[config.mk]
export PLATFORM = sky130hd
export DESIGN_NAME = lru_key_value_cache_top
export DESIGN_NICKNAME = d
export VERILOG_FILES = /design/src/rtl/core/lkvc_pkg.sv /design/src/rtl/core/lkvc_ctrl.sv /design/src/rtl/core/lkvc_datapath.sv /design/src/rtl/core/lru_key_value_cache_top.sv
export VERILOG_INCLUDE_DIRS = /design/src /design/src/rtl/core
export SDC_FILE = /design/constraint.sdc
export NUM_CORES = 2
export LEC_CHECK = 0
export ABC_CLOCK_PERIOD_IN_PS = 4900
export CORE_MARGIN = 2
export CORE_UTILIZATION = 26
export DETAILED_ROUTE_END_ITERATION = 12
export DONT_BUFFER_PORTS = 1
export GPL_ROUTABILITY_DRIVEN = 0
export GPL_TIMING_DRIVEN = 0
export PLACE_DENSITY = 0.4
export SYNTH_ARGS = -nofsm -noshare
export SYNTH_HDL_FRONTEND = slang
export SYNTH_SLANG_ARGS = --single-unit
[constraint.sdc]
create_clock -name clk -period 4.9 [get_ports clk]
set_clock_uncertainty 0.05 [all_clocks]
set_input_delay 0.98 -clock clk [delete_from_list [all_inputs] [get_ports clk]]
set_output_delay 0.98 -clock clk [all_outputs]
set_load 0.02 [all_outputs]
[src/rtl/core/lru_key_value_cache_top_macros.svh]
// Assertion macros shared by the LRU key-value cache RTL.
// No dependencies; included by the modules that carry checks.
`ifndef LRU_KEY_VALUE_CACHE_TOP_MACROS_SVH
`define LRU_KEY_VALUE_CACHE_TOP_MACROS_SVH

`ifndef SYNTHESIS
// Same-cycle implication.
`define LKVC_ASSERT_IMP(label, clk, rst_n, ante, cons) \
  label: assert property (@(posedge clk) disable iff (!rst_n) (ante) |-> (cons)) \
    else $error("lkvc assertion failed");
// Next-cycle implication.
`define LKVC_ASSERT_NXT(label, clk, rst_n, ante, cons) \
  label: assert property (@(posedge clk) disable iff (!rst_n) (ante) |=> (cons)) \
    else $error("lkvc assertion failed");
// Invariant.
`define LKVC_ASSERT_INV(label, clk, rst_n, expr) \
  label: assert property (@(posedge clk) disable iff (!rst_n) (expr)) \
    else $error("lkvc assertion failed");
`else
`define LKVC_ASSERT_IMP(label, clk, rst_n, ante, cons)
`define LKVC_ASSERT_NXT(label, clk, rst_n, ante, cons)
`define LKVC_ASSERT_INV(label, clk, rst_n, expr)
`endif

`endif

[src/rtl/core/lkvc_pkg.sv]
// Package for the LRU key-value cache: sizes, codes and the
// controller/datapath command and status structs. No dependencies.
package lkvc_pkg;

  localparam int MAX_ENTRIES = 16;
  localparam int IDX_W  = (MAX_ENTRIES > 1) ? $clog2(MAX_ENTRIES) : 1;
  localparam int CNT_W  = $clog2(MAX_ENTRIES + 1);
  localparam int CFG_W  = 5;
  localparam int LIM_W  = (CFG_W > CNT_W) ? CFG_W : CNT_W;
  localparam int DATA_W = 32;

  localparam logic [CFG_W-1:0]  ACTIVE_RESET = CFG_W'(16);
  localparam logic [DATA_W-1:0] MISS_VALUE   = '1;
  localparam logic [DATA_W-1:0] PUT_VALUE    = '0;

  localparam logic OP_GET = 1'b0;
  localparam logic OP_PUT = 1'b1;

  typedef enum logic [2:0] {
    ACT_NONE    = 3'd0,  // get miss: state untouched
    ACT_HIT_GET = 3'd1,
    ACT_HIT_PUT = 3'd2,
    ACT_INSERT  = 3'd3,
    ACT_EVICT   = 3'd4
  } action_t;

  typedef struct packed {
    logic    lookup;  // capture request and compare results
    logic    update;  // apply update, launch result
    action_t act;
  } ctrl_cmd_t;

  typedef struct packed {
    logic op_put;
    logic found;
    logic room;
  } dp_status_t;

endpackage

[src/rtl/core/lkvc_ctrl.sv]
// Controller FSM of the LRU key-value cache.
// Depends on lkvc_pkg and the assertion macro header.
`include "lru_key_value_cache_top_macros.svh"

module lkvc_ctrl
  import lkvc_pkg::*;
(
  input  logic       clk,
  input  logic       rst_n,
  input  logic       start,
  input  dp_status_t status,
  output ctrl_cmd_t  cmd,
  output logic       busy
);

  typedef enum logic [1:0] {
    ST_IDLE   = 2'b01,
    ST_UPDATE = 2'b10
  } state_t;

  state_t state_r, state_nxt;

  always_ff @(posedge clk) begin
    if (!rst_n) begin
      state_r <= ST_IDLE;
    end else begin
      state_r <= state_nxt;
    end
  end

  always_comb begin
    state_nxt  = state_r;
    cmd.lookup = 1'b0;
    cmd.update = 1'b0;
    cmd.act    = ACT_NONE;
    case (state_r)
      ST_IDLE: begin
        if (start) begin
          cmd.lookup = 1'b1;
          state_nxt  = ST_UPDATE;
        end
      end
      ST_UPDATE: begin
        cmd.update = 1'b1;
        if (status.found) begin
          cmd.act = status.op_put ? ACT_HIT_PUT : ACT_HIT_GET;
        end else if (status.op_put) begin
          cmd.act = status.room ? ACT_INSERT : ACT_EVICT;
        end
        state_nxt = ST_IDLE;
      end
      default: begin
        state_nxt = ST_IDLE;
      end
    endcase
  end

  assign busy = (state_r == ST_UPDATE);

  `LKVC_ASSERT_NXT(a_lookup_then_update, clk, rst_n, cmd.lookup, cmd.update)
  `LKVC_ASSERT_NXT(a_update_then_free, clk, rst_n, cmd.update, !busy)

endmodule

[src/rtl/core/lkvc_datapath.sv]
// Datapath of the LRU key-value cache: entry storage, parallel key
// compare, recency ranks, config register, result register. Uses lkvc_pkg.
`include "lru_key_value_cache_top_macros.svh"

module lkvc_datapath
  import lkvc_pkg::*;
(
  input  logic              clk,
  input  logic              rst_n,
  input  ctrl_cmd_t         cmd,
  output dp_status_t        status,
  input  logic              in_opcode,
  input  logic [DATA_W-1:0] in_key,
  input  logic [DATA_W-1:0] in_value,
  input  logic              cfg_we,
  input  logic [CFG_W-1:0]  cfg_wdata,
  output logic              out_valid,
  output logic              out_hit,
  output logic [DATA_W-1:0] out_read_value
);

  // Entry storage
  logic [MAX_ENTRIES-1:0] valid_r;
  logic [DATA_W-1:0]      key_r  [MAX_ENTRIES];
  logic [DATA_W-1:0]      val_r  [MAX_ENTRIES];
  logic [IDX_W-1:0]       rank_r [MAX_ENTRIES];
  logic [CFG_W-1:0]       active_r;

  // Lookup stage registers
  logic              op_r;
  logic [DATA_W-1:0] req_key_r;
  logic [DATA_W-1:0] req_val_r;
  logic              found_r;
  logic              room_r;
  logic [IDX_W-1:0]  slot_r;
  logic [CNT_W-1:0]  old_rank_r;

  // Result registers
  logic              out_valid_r;
  logic              out_hit_r;
  logic [DATA_W-1:0] out_value_r;

  // Compare logic
  logic [MAX_ENTRIES-1:0] match;
  logic [IDX_W-1:0]       hit_idx;
  logic [IDX_W-1:0]       victim_idx;
  logic [CNT_W-1:0]       count;
  logic [LIM_W-1:0]       limit;
  logic                   found;
  logic                   room;
  logic [IDX_W-1:0]       slot_sel;
  logic [CNT_W-1:0]       old_rank_sel;

  always_ff @(posedge clk) begin
    if (!rst_n) begin
      active_r <= ACTIVE_RESET;
    end else if (cfg_we) begin
      active_r <= cfg_wdata;
    end
  end

  // Clamp to 1..MAX_ENTRIES
  always_comb begin
    limit = LIM_W'(active_r);
    if (limit == '0) begin
      limit = LIM_W'(1);
    end else if (limit > LIM_W'(MAX_ENTRIES)) begin
      limit = LIM_W'(MAX_ENTRIES);
    end
  end

  // Valid entries form a prefix, so the first free slot is also the count.
  always_comb begin
    count      = CNT_W'(MAX_ENTRIES);
    hit_idx    = '0;
    victim_idx = '0;
    for (int i = MAX_ENTRIES - 1; i >= 0; i--) begin
      if (!valid_r[i]) begin
        count = CNT_W'(i);
      end
    end
    for (int i = 0; i < MAX_ENTRIES; i++) begin
      match[i] = valid_r[i] && (key_r[i] == in_key);
      if (match[i]) begin
        hit_idx = IDX_W'(i);
      end
      // oldest entry holds rank count-1
      if (valid_r[i] && (CNT_W'(rank_r[i]) == count - CNT_W'(1))) begin
        victim_idx = IDX_W'(i);
      end
    end
    found = |match;
    room  = LIM_W'(count) < limit;
    if (found) begin
      slot_sel     = hit_idx;
      old_rank_sel = CNT_W'(rank_r[hit_idx]);
    end else if (room) begin
      slot_sel     = count[IDX_W-1:0];
      old_rank_sel = count;
    end else begin
      slot_sel     = victim_idx;
      old_rank_sel = count - CNT_W'(1);
    end
  end

  always_ff @(posedge clk) begin
    if (cmd.lookup) begin
      op_r       <= in_opcode;
      req_key_r  <= in_key;
      req_val_r  <= in_value;
      found_r    <= found;
      room_r     <= room;
      slot_r     <= slot_sel;
      old_rank_r <= old_rank_sel;
    end
  end

  assign status.op_put = (op_r == OP_PUT);
  assign status.found  = found_r;
  assign status.room   = room_r;

  // Control state: valid bits and ranks
  always_ff @(posedge clk) begin
    if (!rst_n) begin
      valid_r <= '0;
      for (int i = 0; i < MAX_ENTRIES; i++) begin
        rank_r[i] <= '0;
      end
    end else if (cmd.update && (cmd.act != ACT_NONE)) begin
      if (cmd.act == ACT_INSERT) begin
        valid_r[slot_r] <= 1'b1;
      end
      for (int i = 0; i < MAX_ENTRIES; i++) begin
        if (IDX_W'(i) == slot_r) begin
          rank_r[i] <= '0;
        end else if (valid_r[i] && (CNT_W'(rank_r[i]) < old_rank_r)) begin
          rank_r[i] <= rank_r[i] + IDX_W'(1);
        end
      end
    end
  end

  // Payload storage
  always_ff @(posedge clk) begin
    if (cmd.update) begin
      case (cmd.act)
        ACT_INSERT, ACT_EVICT: begin
          key_r[slot_r] <= req_key_r;
          val_r[slot_r] <= req_val_r;
        end
        ACT_HIT_PUT: begin
          val_r[slot_r] <= req_val_r;
        end
        default: begin
        end
      endcase
    end
  end

  // Result register
  always_ff @(posedge clk) begin
    if (!rst_n) begin
      out_valid_r <= 1'b0;
    end else begin
      out_valid_r <= cmd.update;
    end
  end

  always_ff @(posedge clk) begin
    if (cmd.update) begin
      out_hit_r <= found_r;
      case (cmd.act)
        ACT_HIT_GET: out_value_r <= val_r[slot_r];
        ACT_NONE:    out_value_r <= MISS_VALUE;
        default:     out_value_r <= PUT_VALUE;
      endcase
    end
  end

  assign out_valid      = out_valid_r;
  assign out_hit        = out_hit_r;
  assign out_read_value = out_value_r;

  `LKVC_ASSERT_INV(a_valid_prefix, clk, rst_n,
    (valid_r & (valid_r + MAX_ENTRIES'(1))) == '0)
  `LKVC_ASSERT_NXT(a_update_gives_result, clk, rst_n, cmd.update, out_valid)

endmodule

[src/rtl/core/lru_key_value_cache_top.sv]
// Top level of the LRU key-value cache: controller plus datapath.
// Depends on lkvc_pkg, lkvc_ctrl, lkvc_datapath and the macro header.
`include "lru_key_value_cache_top_macros.svh"

// Fully associative 16-entry key-value cache with least-recently-used
// replacement. A request (get or put) is transferred at a clock edge where
// start is high and busy is low. For each request, the key is
// compared against all entries in the transfer cycle, then ranks and
// entries are updated in the next cycle while busy is high. The result
// (out_hit, out_read_value) appears in the cycle after that, marked by a
// single-cycle out_valid strobe; the receiver cannot stall it, so it must
// take every result the cycle it is shown. A new request may be
// transferred in the same cycle a result is shown, but none is taken
// while busy is high. Get hit returns the stored value, get miss
// returns all ones; put returns zero and out_hit tells whether the key
// was already present. cfg_wdata sets the number of entries filled before
// eviction starts (0 acts as 1, above 16 as 16); write it only while idle.
// Reset clears all entries and sets the limit to 16; no clearing pass.
module lru_key_value_cache_top
  import lkvc_pkg::*;
(
  input  logic              clk,
  input  logic              rst_n,
  // request
  input  logic              start,
  output logic              busy,
  input  logic              in_opcode,
  input  logic [DATA_W-1:0] in_key,
  input  logic [DATA_W-1:0] in_value,
  // result
  output logic              out_valid,
  output logic              out_hit,
  output logic [DATA_W-1:0] out_read_value,
  // configuration
  input  logic              cfg_we,
  input  logic [CFG_W-1:0]  cfg_wdata
);

  ctrl_cmd_t  cmd;
  dp_status_t status;

  lkvc_ctrl u_ctrl (
    .clk    (clk),
    .rst_n  (rst_n),
    .start  (start),
    .status (status),
    .cmd    (cmd),
    .busy   (busy)
  );

  lkvc_datapath u_datapath (
    .clk            (clk),
    .rst_n          (rst_n),
    .cmd            (cmd),
    .status         (status),
    .in_opcode      (in_opcode),
    .in_key         (in_key),
    .in_value       (in_value),
    .cfg_we         (cfg_we),
    .cfg_wdata      (cfg_wdata),
    .out_valid      (out_valid),
    .out_hit        (out_hit),
    .out_read_value (out_read_value)
  );

  // results are single-cycle strobes, never back to back
  `LKVC_ASSERT_NXT(a_strobe_single, clk, rst_n, out_valid, !out_valid)
  // a transfer always makes the block busy next cycle
  `LKVC_ASSERT_NXT(a_transfer_busy, clk, rst_n, start && !busy, busy)

endmodule
# ---- Word level (Yosys, flattened, before mapping)
# Memory sizes are Yosys's and may differ from the RTL's. A register that Yosys moved wholly into a read port is not among the register bits.
# Cells that the tools add are included.
dict set report totals {
  reg_bits 133
  elab_cells 444
  memories 3
  ramBits 1088
  out_inout_bits 35
  inputBits 74
}
dict set report classes {
  muxes 247
  n_lt_le_gt_ge 20
  add_sub_neg 17
  n_eq_ne 52
  bitwise 34
  n_reduce_logical 57
}
# memory words width read_ports rd_ports_with_merged_regs write_ports line_no
set memory_table {}
lappend memory_table {u_datapath.key_r 16 32 16 0 1 lkvc_datapath.sv:24} ;# logic [DATA_W-1:0] key_r [MAX_ENTRIES];
lappend memory_table {u_datapath.val_r 16 32 1 1 1 lkvc_datapath.sv:25} ;# logic [DATA_W-1:0] val_r [MAX_ENTRIES];
lappend memory_table {u_datapath.rank_r 16 4 17 0 16 lkvc_datapath.sv:26} ;# logic [IDX_W-1:0] rank_r [MAX_ENTRIES];
# op n
set op_table {}
lappend op_table {{$eq 32x32->1} 16}
lappend op_table {{$mux 4} 53}
lappend op_table {{$mux 1} 156}
lappend op_table {{$mux 5} 19}
lappend op_table {{$lt 4x5->1} 16}
lappend op_table {{$eq 4x5->1} 15}
lappend op_table {{$add 4x1->4 const B} 16}
lappend op_table {{$pmux 32 s2} 1}
lappend op_table {{$logic_and 1x1->1} 49}
lappend op_table {{$mux 3} 11}
lappend op_table {{$or 1x1->1} 33}
lappend op_table {{$eq 4x4->1 const A} 8}
lappend op_table {{$mux 32} 1}
lappend op_table {{$eq 3x4->1 const A} 4}
lappend op_table {{$or 16x16->16} 1}
lappend op_table {{$reduce_or 16->1} 1}
lappend op_table {{$mux 2} 5}
lappend op_table {{$eq 2x4->1 const A} 2}
lappend op_table {{$eq 3x2->1 const B} 2}
lappend op_table {{$gt 5x5->1 const B} 1}
lappend op_table {{$logic_not 5->1} 1}
lappend op_table {{$lt 4x5->1 const B} 1}
lappend op_table {{$lt 5x5->1} 1}
lappend op_table {{$sub 5x1->5 const B} 1}
lappend op_table {{other kinds (12)} 13}

# ---- Longest topological paths before layout
dict set report depth {
  ltp_word 37
  depth_mapped 18
}

# ---- Cells and area by module
# From an unflattened synthesis, not the netlist that was laid out.
dict set report hier_totals {
  cells_unflattened 3271
  hier_area_um2 53508.8
}
# mod seq_area_each_um2 n_inst area_per_inst_um2 cells_each
set by_module_without_submodules {}
lappend by_module_without_submodules {lkvc_datapath 36465.0 1 53388.7 3257}
lappend by_module_without_submodules {lkvc_ctrl 40.0 1 120.1 14}

# ---- Worst setup path before layout
# OpenSTA, ideal clock, no wires.
dict set report synth_path {
  kind {flip-flop to flip-flop}
  startpoint {reg u_ctrl.state_r[1]}
  endpoint {mem u_datapath.key_r[13][0], enable pin}
  t_required_ns 4.429
  t_arrival_ns 4.182
  slack_ns 0.247
  path_buffers 3
  stages_incl_launch_ff 8
  cell_sequence {dfxtp_1 -> nor2b_1 -> clkbuf_1 -> nand2_1 -> or2_2 -> clkbuf_1 -> clkbuf_1 -> nor2_1}
}
dict set report synth_via {
  elab_chain_cells 7
  elab_cells_between_ends 8
}
# element line_no
set synth_lines {}
lappend synth_lines {{start, declared} lkvc_ctrl.sv:21} ;# state_t state_r, state_nxt;
lappend synth_lines {{start signal, assigned} lkvc_ctrl.sv:27} ;# state_r <= state_nxt;
lappend synth_lines {{$eq 2x2->1 (*)} -}
lappend synth_lines {{named net busy} lru_key_value_cache_top.sv:26} ;# output logic busy,
lappend synth_lines {{$mux 4 (*)} lkvc_ctrl.sv:36} ;# case (state_r)
lappend synth_lines {{$eq 3x3->1 / $eq 3x2->1 (equally long branches)} lkvc_datapath.sv:146} ;# case (cmd.act)
lappend synth_lines {{$reduce_or 2->1} lkvc_datapath.sv:146}
lappend synth_lines {{$mux 1} lkvc_datapath.sv:146}
lappend synth_lines {{$mux 1 (*)} lkvc_datapath.sv:145} ;# if (cmd.update) begin
lappend synth_lines {{$mux 1 (implied by the code) (*)} lkvc_datapath.sv:148} ;# key_r[slot_r] <= req_key_r;
lappend synth_lines {{end, declared} lkvc_datapath.sv:24}
# The timed path passes the listed nets; every way through them passes the cells marked *.

# ---- Worst setup path in the final report
dict set report layout_path {
  startpoint {in in_key[30]}
  endpoint {reg u_datapath.old_rank_r[3] (data pin)}
}
dict set report layout_via {
  elab_chain_cells 19
  elab_cells_between_ends 50
}
# element line_no
set layout_lines {}
lappend layout_lines {{start, declared} lru_key_value_cache_top.sv:28} ;# input logic [DATA_W-1:0] in_key,
lappend layout_lines {{$eq 32x32->1} lkvc_datapath.sv:83} ;# match[i] = valid_r[i] && (key_r[i] == in_key);
lappend layout_lines {{$logic_and 1x1->1} lkvc_datapath.sv:83}
lappend layout_lines {{$mux 1} lkvc_datapath.sv:84} ;# if (match[i]) begin
lappend layout_lines {{$mux 2 (2 in a row)} lkvc_datapath.sv:84}
lappend layout_lines {{$mux 3 (4 in a row)} lkvc_datapath.sv:84}
lappend layout_lines {{$mux 4 (8 in a row)} lkvc_datapath.sv:84}
lappend layout_lines {{$mem_v2 16x4} -}
lappend layout_lines {{$mux 4 (*)} lkvc_datapath.sv:94} ;# if (found) begin
lappend layout_lines {{named net u_datapath.old_rank_sel[3]} lkvc_datapath.sv:52} ;# logic [CNT_W-1:0] old_rank_sel;
lappend layout_lines {{end signal, assigned} lkvc_datapath.sv:114} ;# old_rank_r <= old_rank_sel;
lappend layout_lines {{end, declared} lkvc_datapath.sv:36} ;# logic [CNT_W-1:0] old_rank_r;
# Marks and branches as above.
# A chain may end at the register's enable or synchronous reset.

==> flow_summary.toml <==
[timing]
fin_setup_tns_ns = 0
relSlewSlack_pct = -1.26
hold_ws_ns = 0.239
report.final.slew_viol_count = 17
max_freq_ghz = 0.205
setup_viol = 0
rsz0062_at_grt = "false"
finalCritPeriodShare_pct = 99.5
timing.final.ws_setup_ns = 0.0262
worst_pin_slew_ns = 1.52
period_needed_ns = 4.87
hold_viol_final = 0

[yosys]
async_flop_share_pct = 0
synthDistinctLibCells = 97
synthTopCellsByCount = "edfxtp_1, xor2_1, xnor2_1"
ys_top_cells_by_area = "edfxtp_1, mux4_2, xor2_1, xnor2_1, nor4_1"
synth_top_area_share_pct = 67.1
synth-edff-count = 1197
ys_warn_count = 0
ys_seq_elements = 1225
syn_area_um2 = 53600
netlist_instances = 3228
syn_nets = 3371
ys_seq_area_share_pct = 68.2
yosysMostFrequentCell = "edfxtp_1"
synth_top_area_cell = "edfxtp_1"
synth_ff_type = "edfxtp_1"
avgSynthCellArea_um2 = 16.6

[worst_setup_path]
crit_path_end_kind = "register"
required_ns = 5.37
crit_path_max_fanout = 10
startpoint_type = "input port"
cp_data_arrival_time_ns = 5.35
rr_worst_depth = 17
path_class = "input port to register"
r2r_start = "u_datapath.valid_r[15]"
r2r_slack_ns = 0.18

[power_and_ir_drop]
p_leak_nw = 19.9
power_frac_clock_pct = 42.3
power.switching_w = 0.00568
power_w = 0.0235
pwr-share-seq_pct = 50.5
p_comb_share_pct = 7.3
p_sw_share_pct = 24.1
p_int_w = 0.0179
power_density_nw_per_um2 = 373
peakVddDrop_uv = 336

[placed_design]
io_buffers = 0
place_inst = 5985
pre_cts_ws_ns = -1.81
dp_hpwl_um = 126000

[drt]
num_vias = 30200
avgViaCountPerCell = 4.84
final_antenna_net_count = 0
first_iter_violations = 3140
detail_route.first_pass.iterations = 6
wl_per_cell_um = 30.6
drcViolationCount = 0
drt-total-wl_um = 190000

[flow_run]
drv_cap = 2

[worst_hold_path]
worstHoldEndpoint = "u_datapath.req_val_r[17]"
hp-class = "input port to register"
hold_start = "in_value[17]"
worstHoldPathCells = 0

[final_layout]
layout-drive-gt1-share_pct = 16.8
fillers = 20000
syn_to_final_growth_pct = 18.0
fin_cells = 6231
nets = 3578

[cts]
ctsHoldBuffers = 0
clockRootBuffer = "clkbuf_16"
clock-sinks = 1225
cts_buffer_depth = 3
cts_buffers = 141
clkTransAtPathRegs_ns = 0.06
insertion_delay_ns = 0.78
tritoncts = "built"
h-tree-depth = 4

[floorplanning]
core-area_um2 = 205000
io_pins = 109
die-area_um2 = 210000
rows = 166
start_util_pct = 26.2
die_h_um = 458
die_w_um = 458

[grt]
grt_util_met3_pct = 2.73
grt_max_degree = 60
grtUsageMet2_pct = 29.7
grt_pass1_wl_um = 260000
grt_usage_pct = 18.0
met1_usage_pct = 24.3
top_usage_layer = "met2"
antenna_found_initial = 21
gr-total-overflow = 0
grt_pass1_vias = 30600

[outcome]
violations = "capacitance limit, slew limit"
status = "complete, but fails checks"
[power groups by stage]
stage          sequential (W)  clock, W  combinational (W)
2_1_floorplan          0.0119         0            0.00101
3_3_place_gp           0.0122         0            0.00157
3_5_place_dp           0.0121         0            0.00173
4_1_cts                0.0119    0.0102            0.00173
5_1_grt                0.0119    0.0106            0.00182
6_report               0.0119   0.00996            0.00171
[per-layer routing]
layer  wire [um]  vias to the layer above
met1       84000                    15900
met5           0                        -
li1            -                    13000
met3        9510                      279
met4        5820                        0
met2       91100                      960
[flip-flops by register name (all words and copies together) (netlist names), named ones only]
name                       count
u_datapath.key_r             512
u_datapath.val_r             512
u_datapath.rank_r             64
u_datapath.out_read_value     32
u_datapath.req_key_r          32
u_datapath.req_val_r          32
u_datapath.valid_r            16
u_datapath.active_r            5
u_datapath.old_rank_r          5
u_datapath.slot_r              4
u_ctrl.state_r                 2
u_datapath.found_r             1
u_datapath.op_r                1
u_datapath.out_hit             1
u_datapath.out_valid           1
u_datapath.room_r              1
[how the worst max path moves through the flow]
stage	start	end	cells after the start
after floorplan	u_ctrl.state_r[1]	u_datapath.key_r[13][0]	7
after global placement	u_ctrl.state_r[1]	u_datapath.val_r[6][16]	5
after detailed placement	u_datapath.valid_r[2]	register	16
after CTS	u_datapath.valid_r[11]	register	15
after global routing	u_datapath.valid_r[4]	register	14
final	in_key[30]	u_datapath.old_rank_r[3]	12
[stage by stage]
stage / area (um^2) / utilization (%)
2_1_floorplan: 53600 / -
3_3_place_gp: 56900 / 27.8
3_5_place_dp: 58800 / 28.7
4_1_cts: 63100 / 30.8
5_1_grt: 63200 / 30.9
6_report: 63200 / 30.9
[cells by family (layout without fill, tap and decap cells)]
kind of cell / Yosys count / in the layout / synth area share [%]
other: 0 / 5 / 0
and+or+nand+nor: 710 / 710 / 7.53
adders and majority gates: 69 / 69 / 1.61
DFF: 1225 / 1225 / 68.2
AOI/OAI and AO/OA: 222 / 222 / 3.03
buffers and inverters: 208 / 518 / 2.08
xor gates and xnor gates: 607 / 607 / 10.3
muxes: 187 / 187 / 7.29
[cell usage in the layout (no fill, tap or decap), drive strengths merged, types with 6 or more instances in the layout]
| cell | n |
|---|---|
| edfxtp | 1197 |
| xor2 | 368 |
| clkbuf | 249 |
| xnor2 | 226 |
| mux4 | 160 |
| buf | 160 |
| nor4 | 150 |
| nor2 | 147 |
| nand4 | 105 |
| nand2 | 77 |
| inv | 72 |
| ha | 69 |
| nand3 | 66 |
| o21ai | 64 |
| nor3 | 35 |
| clkinv | 35 |
| a21o | 32 |
| dfxtp | 28 |
| a21oi | 27 |
| nand2b | 21 |
| o2111ai | 21 |
| o211ai | 20 |
| nand4b | 18 |
| or4 | 18 |
| nor4b | 16 |
| mux2 | 14 |
| xnor3 | 13 |
| mux2i | 13 |
| nor2b | 8 |
| and3 | 8 |
| or2 | 7 |
| o22ai | 7 |
| and4 | 6 |
| a211oi | 6 |
| and2 | 6 |
| a221oi | 6 |
[worst max-delay path: stages]
cell and delay, ns:
buf_2 0.42, xor2_1 0.24, nor4_1 0.32, nand4_1 0.20, nor4_1 1.01, o211ai_2 0.26, a311oi_4 0.53, nor2_8 0.16
a21oi_4 0.41, mux2i_1 0.34, o2111ai_1 0.21, and3b_1 0.23
[cell type report]
| class | count | area (um^2) | share of cell area [%] |
|---|---|---|---|
| clock buffers | 203 | 3890 | 6.16 |
| clock inverters | 43 | 352 | 0.557 |
| well taps | 2688 | 3360 | 5.32 |
| multi-input cells | 1795 | 16300 | 25.8 |
| diodes | 5 | 12.5 | 0.0198 |
| inverters | 66 | 253 | 0.400 |
| plain buffers | 133 | 846 | 1.34 |
| repair buffers | 73 | 1670 | 2.64 |
| flip-flops and latches | 1225 | 36500 | 57.8 |
[timing repair]
item,CTS,global route
resized for setup,25,8
hold endpoints to repair,0,0
gates cloned,0,0
endpoints found under the setup margin,12,6
setup buffers,1,2
pin swaps,1,1
No activity file was read; power rests on OpenSTA's default activity.
